--- src/sv/lra_mem.sv ---
module lra_mem #(
	parameter int DEPTH = 64,
	parameter int WIDTH = 63
) (
	input  logic                     clk,
	input  logic                     we,
	input  logic [$clog2(DEPTH)-1:0] waddr,
	input  logic [WIDTH-1:0]         wdata,
	input  logic                     re,
	input  logic [$clog2(DEPTH)-1:0] raddr,
	output logic [WIDTH-1:0]         rdata
);

	logic [WIDTH-1:0] mem_q [DEPTH];
	logic [WIDTH-1:0] rdata_q;

	always_ff @(posedge clk) begin
		if (we) begin
			mem_q[waddr] <= wdata;
		end
		if (re) begin
			rdata_q <= mem_q[raddr];
		end
	end

	assign rdata = rdata_q;

endmodule

--- config.mk ---
export PLATFORM = sky130hd
export DESIGN_NAME = lra_mem
export DESIGN_NICKNAME = d
export VERILOG_FILES = /design/src/sv/lra_mem.sv
export SDC_FILE = /design/constraint.sdc
export NUM_CORES = 2
export LEC_CHECK = 0
export ABC_AREA = 1
export BUFFER_PORTS_ARGS = -buffer_cell sky130_fd_sc_hd__clkbuf_2
export CAP_MARGIN = 20
export CORE_ASPECT_RATIO = 1.25
export CORE_MARGIN = 2
export CORE_UTILIZATION = 55
export DETAILED_ROUTE_END_ITERATION = 10
export MAX_ROUTING_LAYER = met4
export PLACE_DENSITY_LB_ADDON = 0.08
export SETUP_SLACK_MARGIN = 0.1
export SLEW_MARGIN = 20
export SYNTH_ARGS = -nofsm -noshare
export SYNTH_HDL_FRONTEND = slang
export SYNTH_SLANG_ARGS = --single-unit
--- constraint.sdc ---
create_clock -name clk -period 8.1 [get_ports clk]
set_clock_uncertainty 0.05 [all_clocks]
set_input_delay 0.81 -clock clk [delete_from_list [all_inputs] [get_ports clk]]
set_output_delay 0.81 -clock clk [all_outputs]
set_load 0.005 [all_outputs]
Word-level counts from Yosys, hierarchy flattened --
Memory sizes are Yosys's and may differ from the RTL's. A register that Yosys moved wholly into a read port is not among the register bits. Index checks and enable logic that the tools add are counted.
Cells by class: add/subtract/negate cells 0, multiply operators 0, div/mod/pow operators 0, magnitude comparators 0, equal/unequal tests 0, shift operators 0, mux-type cells 2, bitwise gates (word level) 0, reduce and logical (&&, ||, !) cells 0
Operator list (number):
- two-way mux 1 bit | 2
Word-level totals: register bits 0, bits in latches 0, bits in writable memories 4032, ROM bits 0, output and inout port bits 63, memories 1
Memories:
- mem_q | words 64, bits a word 63, read ports 1, clocked after Yosys merged registers in 1, wr ports 1, RTL line 14 | logic [WIDTH-1:0] mem_q [DEPTH];

Depth between registers and ports, before layout --
depth after elaboration 2, depth in mapped cells 13, mapped depth without buffers 9

Least setup slack after synthesis --
OpenSTA, ideal clock, no wires.
path kind input port to flip-flop, from input port we, to memory mem_q[48][0] (enable), setup time 641 ps, data arrival time 7352 ps, data required time 7409 ps, path slack 57 ps, stages 3, buffers on the path 1, cell sequence clkbuf_1 -> nand4_1 -> nor4_1
Between the ends: word-level cells in the longest chain between the ends 2
RTL lines:
- start, declared | RTL line 6 | input logic we,
- two-way mux 1 bit | RTL line 18 | if (we) begin
- two-way mux 1 bit (implied by the code) | RTL line 19 | mem_q[waddr] <= wdata;
- end, declared | RTL line 14
Every way passes these cells.

==> summary.txt <==
Job
  – Max_cap viols: 0

Finish
  – Commonest non-fill, non-tap cell in the layout: nand2_1
  – Non-Filler Instances: 17400
  – Layout area overhead: 10.0%
  – Nets: 13200
  – Filler cells: 23000
  – Layout cells sized above 1: 0.0731
  – Commonest non-fill, non-tap cells in the layout: nand2_1 (4347), edfxtp_1 (4095), nand3_1 (3787), clkbuf_16 (402), buf_4 (200)

Placement
  – Routability cong.: 0.846
  – Placed Cells: 16600
  – Post-detail-place hpwl: 247000 um
  – Input/output buffers: 140

Synthesis
  – Yosys reg bits: 4095
  – Mapped Area: 163000 sq um
  – Post-Syn Instances: 13200
  – Avg Inst Size Synth: 12.4 sq um
  – Synth cell types: 15
  – Syn nets: 13300
  – Number of synthesis warnings: 0
  – Sequential share of the synthesized area: 0.753

Timing
  – Setup TNS Final: 0 ns
  – FMAX: 245 MHz
  – RSZ-0062 raised after global routing: no
  – Final Hold Viols: 0
  – Tcrit/Tclk final: 0.504
  – Fin. max-slew vios: 0
  – Relative slew slack: 0.158
  – Final setup viols: 0
  – Worst Tran Pin Value: 1.26 ns
  – Min Tclk post-route: 4.08 ns

Power
  – NetSw: 9.79 mW
  – Sw Ratio: 0.222
  – Pint: 34.3 mW
  – Logic gate share of total power: 0.057
  – Leak Pwr: 62.8 nW
  – Clock Power Share: 0.408
  – Power Density: 245 nW/um^2
  – Peak VDD IR: 0.202 mV
  – Sequential group share of total power: 0.535

Routing
  – Detail Route Antenna Nets: 0
  – Initial DRT Pass Iterations: 8
  – WL/cell: 29.9 um
  – Via count: 109000
  – Post-Route WL: 519000 um
  – Vias per cell: 6.29
  – Initial DRC count: 16000
  – DRC: 0

Min path
  – Min-delay worst type: primary input to flip-flop

Clock network
  – Num Clock Sinks: 4095
  – Clock Latency Late Sink: 0.92 ns
  – Clock-pin slew on the worst setup and hold paths: 0.06 ns
  – Hold-fix buffers, CTS: 0
  – Max clock buf depth: 4
  – Post-cts repair resize count: 0
  – CTS tree: done
  – H-tree lvl count: 5
  – CTS Root Buffer Type: clkbuf_16
  – Post-CTS setup buffers: 0
  – TritonCTS buffer count: 395

Floorplan
  – Die width: 491 um
  – Die Height: 613 um
  – Die area: 301000 sq um
  – I/O pin cnt: 141
  – Core ar.: 295000 sq um
  – Initial Util: 0.553
  – Row cnt: 223

GRT
  – Gr usage total: 0.350
  – Largest net degree at the start of global routing: 230
  – Initial antenna violation count: 34
  – First-pass GRT wire length: 738000 um
  – Vias in the first global route: 102000
  – Total congestion overflow: 0

Critical path
  – Critical Path End Type: flip-flop
  – Worst setup path category: primary input to flip-flop
  – Startpoint types: primary input
  – WP data arrival: 4.81 ns
  – Largest fanout on the critical path: 229
  – Critical Path RT: 8.83 ns

Status
  – Status: complete, no violations
-- final cells by class --
class                      instances  area, sq um  area share
antenna                           23         57.6    0.000320
clock buffer                     486        10400      0.0577
clock inverter                   209         1920      0.0107
inverter                          12          103    0.000571
multi-input combinational       8207        36100       0.201
sequential                      4095       123000       0.684
tap                             3937         4930      0.0274
timing repair buffer             381         3260      0.0182
-- cells by family after synthesis --
| family | synth area share |
|---|---|
| buffers and inverters | 0.0291 |
| DFF | 0.753 |
| and+or+nand+nor | 0.218 |
-- worst paths after layout --
kind | from | end | slack [ns] | cells past startpoint
setup / recovery | raddr[0] | rdata[40] | 4.02 | 12
hold / removal | wdata[25] | mem_q[51][25] | 0.37 | 1
setup reg to reg | mem_q[61][28] | rdata[28] | 6.43 | 8
hold reg to reg | mem_q[43][49] | rdata[49] | 0.82 | 8
-- power by group through the flow --
| stage | clock, mW | sequential [mW] | combinational [mW] |
|---|---|---|---|
| 5_1_grt | 18.9 | 23.6 | 2.70 |
| 3_5_place_dp | 0 | 24.0 | 2.46 |
| 2_1_floorplan | 0 | 24.0 | 1.45 |
| 4_1_cts | 18.1 | 23.6 | 2.46 |
| 3_3_place_gp | 0 | 24.0 | 2.42 |
| 6_report | 18.0 | 23.6 | 2.50 |
-- worst max-delay path: stages --
cell and delay, ns:
buf_12 0.16, inv_16 0.64, buf_12 0.47, buf_4 0.72, nand2_1 0.11, nand3_1 0.11, nand3_1 0.10, nand3_1 0.15
nand3_1 0.09, nand2_1 0.10, nand2_1 0.12, nand2_1 0.11
-- state kept, by name, indices dropped and copies added (netlist names) --
register	count
mem_q	4032
rdata	63
-- metal layers --
metal,part of all wire,GRT usage,vias to the layer above
met1,0.38,0.466,54400
met4,0.044,0.134,0
met2,0.47,0.547,6553
li1,-,-,46900
met3,0.11,0.0574,1163
met5,0,-,-
-- stage by stage --
step | setup slack (ns) | instance area [sq um] | util | power [mW] | hold slack [ns]
final | 4.02 | 180000 | 0.609 | 44.1 | 0.366
after global routing | 4.12 | 180000 | 0.609 | 45.2 | 0.374
after CTS | 4.42 | 180000 | 0.608 | 44.2 | 0.329
after detailed placement | 3.47 | 167000 | 0.567 | 26.5 | 0.807
after global placement | 3.51 | 167000 | 0.566 | 26.5 | 0.812
after floorplan | 0.0567 | 163000 | - | 25.4 | 0.747
-- cell usage after synthesis --
cell | instances | area, sq um
buf_1 | 88 | 330
buf_2 | 438 | 2190
buf_4 | 143 | 1070
buf_6 | 41 | 462
buf_8 | 1 | 15.0
clkbuf_1 | 169 | 634
edfxtp_1 | 4095 | 123000
inv_1 | 6 | 22.5
inv_2 | 4 | 15.0
inv_4 | 2 | 12.5
nand2_1 | 4347 | 16300
nand3_1 | 3787 | 19000
nand4_1 | 9 | 56.3
nor2_1 | 56 | 210
nor4_1 | 8 | 50.1
(Power assumes the default switching activity.)
