==> config.mk <==
export PLATFORM = sky130hd
export DESIGN_NAME = lra_div
export DESIGN_NICKNAME = d
export VERILOG_FILES = /design/src/sv/lra_div.sv
export SDC_FILE = /design/constraint.sdc
export NUM_CORES = 1
export LEC_CHECK = 0
export ABC_AREA = 1
export BUFFER_PORTS_ARGS = -buffer_cell sky130_fd_sc_hd__buf_2
export CORE_UTILIZATION = 35
export DETAILED_ROUTE_END_ITERATION = 16
export SYNTH_ARGS = -nofsm -noshare
export SYNTH_HDL_FRONTEND = slang
export SYNTH_SLANG_ARGS = --single-unit
export TNS_END_PERCENT = 20
==> constraint.sdc <==
create_clock -name clk -period 6.6 [get_ports clk]
set_input_delay 0.99 -clock clk [delete_from_list [all_inputs] [get_ports clk]]
set_output_delay 0.99 -clock clk [all_outputs]
set_load 0.1 [all_outputs]
==> src/sv/lra_div.sv <==
module lra_div #(
	parameter int NUM_W = 56,
	parameter int DEN_W = 31
) (
	input  logic             clk,
	input  logic             arst_n,
	input  logic             start,
	input  logic [NUM_W-1:0] num,
	input  logic [DEN_W-1:0] den,
	output logic             busy,
	output logic [NUM_W-1:0] quo,
	output logic [DEN_W-1:0] rem
);

	localparam int STEP_W = $clog2(NUM_W + 1);

	logic [NUM_W-1:0]  num_q;
	logic [DEN_W-1:0]  rem_q;
	logic [DEN_W-1:0]  den_q;
	logic [STEP_W-1:0] step_q;
	logic              busy_q;
	logic [DEN_W:0]    trial;
	logic [DEN_W:0]    diff;
	logic              fit;

	// restoring division, one quotient bit per cycle
	assign trial = {rem_q, num_q[NUM_W-1]};
	assign fit   = trial >= {1'b0, den_q};
	assign diff  = trial - {1'b0, den_q};

	always_ff @(posedge clk or negedge arst_n) begin
		if (!arst_n) begin
			busy_q <= 1'b0;
			step_q <= '0;
		end else if (start) begin
			busy_q <= 1'b1;
			step_q <= STEP_W'(NUM_W);
		end else if (busy_q) begin
			step_q <= step_q - STEP_W'(1);
			if (step_q == STEP_W'(1)) begin
				busy_q <= 1'b0;
			end
		end
	end

	always_ff @(posedge clk) begin
		if (start) begin
			num_q <= num;
			rem_q <= '0;
			den_q <= den;
		end else if (busy_q) begin
			num_q <= {num_q[NUM_W-2:0], fit};
			rem_q <= fit ? diff[DEN_W-1:0] : trial[DEN_W-1:0];
		end
	end

	assign busy = busy_q;
	assign quo  = num_q;
	assign rem  = rem_q;

endmodule

# Yosys cells after proc, flatten, opt, wreduce, memory -nomap -nowiden
# Cells that the tools add are included.
# word_totals
regBits,125
output_inout_bits,88
elab_cells,18
input_bits,90
# classes
eq_ne,1
reduce_logical,1
addsub,2
muxes,8
magnitude_cmp,1
# op_table
op,n
56-bit two-way mux,2
32-bit by 31-bit >= comparator with 1-bit output,1
31-bit two-way mux,1
31-bit subtractor,1
6-bit two-way mux,2
"6-bit by 1-bit == test with 1-bit output, second input constant",1
"6-bit by 1-bit subtractor with 6-bit output, second input constant",1
1-bit two-way mux,3
2-bit nonzero test,1

# Longest topological paths before layout
# logic_depth
word_depth,4
mapped_depth,17
depth_no_buf,16

# Worst setup path after synthesis
# Ideal clock, no wire load.
# synth_path
path_type,reg-to-reg
from,register num_q[55] (netlist: quo[55])
to,register rem_q[13] (netlist: rem[13])
arrival_time_ns,2.739
setup_ns,0.153
path_buffers,1
path_slack_ns,3.708
stages_incl_launch_ff,17
synth_period_minus_slack_ns,2.892
t_required_ns,6.447
path_cell_list,edfxtp_1 inv_1 ha_1 fa_1 inv_1 nand2_1 nand2_1 nand3_1 nand2_1 nand2_2 nand2_4 nand2_4 nand3_4 buf_6 nand2_1 nand3_1 o21ai_1
# synth_via
elab_chain_len,2
word_cells_on_any_way,3
cone_classes,1 x add/sub; 1 x order compare; 1 x mux
# synth_lines
item,line_no,rtl
from (decl),17,logic [NUM_W-1:0] num_q;
from (signal assigned),48,num_q <= num;
from (signal assigned),52,"num_q <= {num_q[NUM_W-2:0], fit};"
31-bit subtractor or 32-bit by 31-bit >= comparator with 1-bit output (tied branches),"29, 28",
31-bit two-way mux *,53,rem_q <= fit ? diff[DEN_W-1:0] : trial[DEN_W-1:0];
to (signal assigned),53,
to (decl),18,logic [DEN_W-1:0] rem_q;
# Every way passes the cells marked *; elsewhere a longest branch is shown, timed or not.
# A chain may end at the register's enable or synchronous reset.

# Worst setup path in the final report
# layout_path
from,register num_q[55] (netlist: quo[55])
to,register rem_q[22] (netlist: rem[22])
# The elaborated chain is that of the path after synthesis.

==> results.toml <==
[drt]
antenna_left = 0
num_vias = 6940
first_iter_violations = 330
post_drt_wl_per_cell_um = 14.4
remaining_drc_errors = 0
wirelength_mm = 21.6
firstDrtPassIters = 5
viasPerCell = 4.63

[synth]
synthCells = 1035
ys_seq_elements = 125
yosysSeqAreaShare_pct = 44.3
synthTopCellsByArea = "edfxtp_1, nand2_1, dfxtp_1, inv_1, ha_1"
synth_edf_count = 87
ys_warn_count = 0
synth.avg_cell_area_um2 = 7.43
synthArstFlopShare_pct = 5.60
yosysTopAreaCellShare_pct = 34.0
synthesis.nets = 1159
synthFlopType = "edfxtp_1"
synth_cell_type_count = 41
synth_top_cell_by_area = "edfxtp_1"
syn_area_mm2 = 0.00769

[pwr]
vdd_ir_drop_max_mv = 0.162
p_leak_nw = 5.03
internal_power_mw = 2.20
p_seq_share_pct = 24.4
p_comb_share_pct = 54.1
p_clk_share_pct = 21.5
switching_share_pct = 52.0
powerDensity_mw_per_mm2 = 487
p_switching_mw = 2.38

[floorplanning]
rows = 53
start_util_pct = 36.1
core_area_mm2 = 0.0213
die_h_um = 150
die_width_um = 150
pin_count = 178
die_area_mm2 = 0.0226

[clock_tree]
clkTransAtPathRegs_ns = 0.06
htree_num_levels = 4
cts.path.max_buffers = 2
cts_setup_buffers = 0
cts_sinks = 125
cts-buffers-inserted = 17
cts_root_buf = "clkbuf_16"
cts_resized = 0
clock_latency_ns = 0.43
postCtsHoldBufs = 0
cts_tree = "built"

[global_routing]
grt_util_all_layers_pct = 19.9
grt_pass1_wl_mm = 34.3
grt_pass1_vias = 6683
grt_max_degree = 61
grt_overflow = 0
antenna_found_initial = 2

[worst_setup_path]
cp_cell_sequence = "inv_1, ha_1, fa_1, inv_1, nand2_1, nand2_1, nand3_1, nand2_1, nand2_2, nand2_4, nand2_4, nand3_4, nand3_1, nand2_1, nand2_1"
crit_arrival_ns = 3.25
crit_top_cell = "nand2_1"
crit_path_end_kind = "flip-flop"
crit_family = "simple AND/OR/NAND/NOR gates"
crit_type = "reg2reg"
startpoint_type = "flip-flop"
slowest_stage = "nand3_4"
cp_max_fo = 54
timing.critical_path.buf_inv = 2
cpPeakStageDelay_ns = 0.54
worst_ep_required_time_ns = 6.91

[sta]
slew_headroom_pct = 43.1
final-setup-viol-count = 0
fin_tns_setup_ns = 0
fmax_mhz = 340
tightest_slew_ns = 0.853
rsz0062_at_grt = "false"
fin_worst_skew_ns = 0.0144
fin_crit_ns = 2.94
holdWs_ns = 0.392
drv_slew = 0
hold_viol = 0
fin_crit_sh_pct = 44.6

[layout]
fillers = 2175
area_growth_pct = 22.4
drive_gt1_share_pct = 21.7
layout.nets = 1335
antenna_cells = 0

[placed_design]
place_hpwl_mm = 16.4
routabilityCongestion = 0.940
portBuffers = 177

[flow_run]
drv_cap = 0

[outcome]
outcome = "complete, no violations"

[min_path]
min_path_type = "in2async"
[power groups by stage]
stage	logic [mW]	clock network, mW	registers, mW
after floorplan	1.23	0	1.96
after global placement	2.46	0	1.13
after detailed placement	2.47	0	1.13
after CTS	2.48	1.00	1.12
after global routing	2.71	1.03	1.14
final	2.48	0.984	1.12
[through the flow]
step	utilization (%)	std cells	worst slack [ns]	instance area, um2	power (mW)
6_report	44.2	1499	3.66	9410	4.58
3_3_place_gp	41.3	1467	3.57	8800	3.60
2_1_floorplan	-	1035	3.71	7690	3.19
4_1_cts	44.2	1499	3.64	9410	4.61
3_5_place_dp	41.3	1467	3.52	8800	3.61
5_1_grt	44.2	1499	3.40	9410	4.88
[final timing paths]
| check | endpoint | cells past startpoint | slack (ns) | from |
|---|---|---|---|---|
| max in group asynchronous | step_q[0] | 1 | 6.04 | arst_n |
| min in group clk | rem[21] | 2 | 0.49 | rem[21] |
| setup reg to reg | rem[22] | 15 | 3.66 | quo[55] |
| hold / removal | step_q[2] | 1 | 0.39 | arst_n |
| hold reg to reg | rem[21] | 2 | 0.49 | rem[21] |
| setup / recovery | rem[22] | 15 | 3.66 | quo[55] |
[cells in the final DEF, fill, tap and decap left out, types with 2 or more instances in the layout]
cell       count
nand4_1       21
nor2_1        67
a21oi_1       19
clkinv_2       2
edfxtp_1      87
nor3_1         4
buf_2        176
xor2_1         2
buf_4          5
nand3_1       57
inv_2          5
and2_1         2
ha_1          33
clkbuf_16     17
dfrtp_1        7
nor2_4         5
o21bai_1       4
dfxtp_1       31
a21oi_2        3
inv_6          4
nor2_2        22
clkinv_4       5
bufinv_16      3
inv_1        144
nand2_2        8
o21ai_1        8
nand2_1      448
xnor2_1       12
nand2_4        2
o21ai_0        6
[synthesized netlist by cell type (5+ instances only)]
cell,number
inv_2,5
inv_1,145
o21ai_0,6
ha_1,33
nor2_4,5
nor2_1,68
nor2_2,21
nand2_1,448
nand2_2,8
xnor2_1,12
clkbuf_1,16
a21oi_1,19
dfrtp_1,7
nand4_1,21
edfxtp_1,87
dfxtp_1,31
o21ai_1,8
nand3_1,57
[flip-flops by register name (all words and copies together) (netlist names)]
name	cells
quo	56
den_q	31
rem	31
step_q	6
busy	1
[metal layers]
metal  up-vias  GRT usage (%)  wire [um]
met5         -              0         22
met4         4           6.77        372
met3        28           6.18       1770
met2       212           31.7       9810
met1      3104           25.3       9660
li1       3592              -          -
[worst reg2reg max path, stage by stage (launching register included)]
cell and delay, ns:
edfxtp_1 0.35, inv_1 0.08, ha_1 0.23, fa_1 0.43, inv_1 0.10, nand2_1 0.05
nand2_1 0.08, nand3_1 0.07, nand2_1 0.17, nand2_2 0.09, nand2_4 0.08, nand2_4 0.10
nand3_4 0.54, nand3_1 0.26, nand2_1 0.13, nand2_1 0.06
[cell type report]
type	count	area, um2	share of cell area (%)
multi-input cells	736	3560	37.9
flip-flops and latches	125	3410	36.2
repair buffers	181	918	9.76
inverters	150	563	5.98
clock buffers	17	425	4.52
well taps	275	344	3.66
clock inverters	15	186	1.98
[kinds of logic after synthesis]
logic type | after synthesis | share of synthesized area [%]
adder cells (fa/ha/maj) | 34 | 5.63
buffers and inverters | 174 | 9.37
AND/OR/NAND/NOR | 645 | 35.8
flip-flops | 125 | 44.3
AO/OA/AOI/OAI | 43 | 3.29
XOR/XNOR | 14 | 1.59
Power figures use the tool's default switching activity.
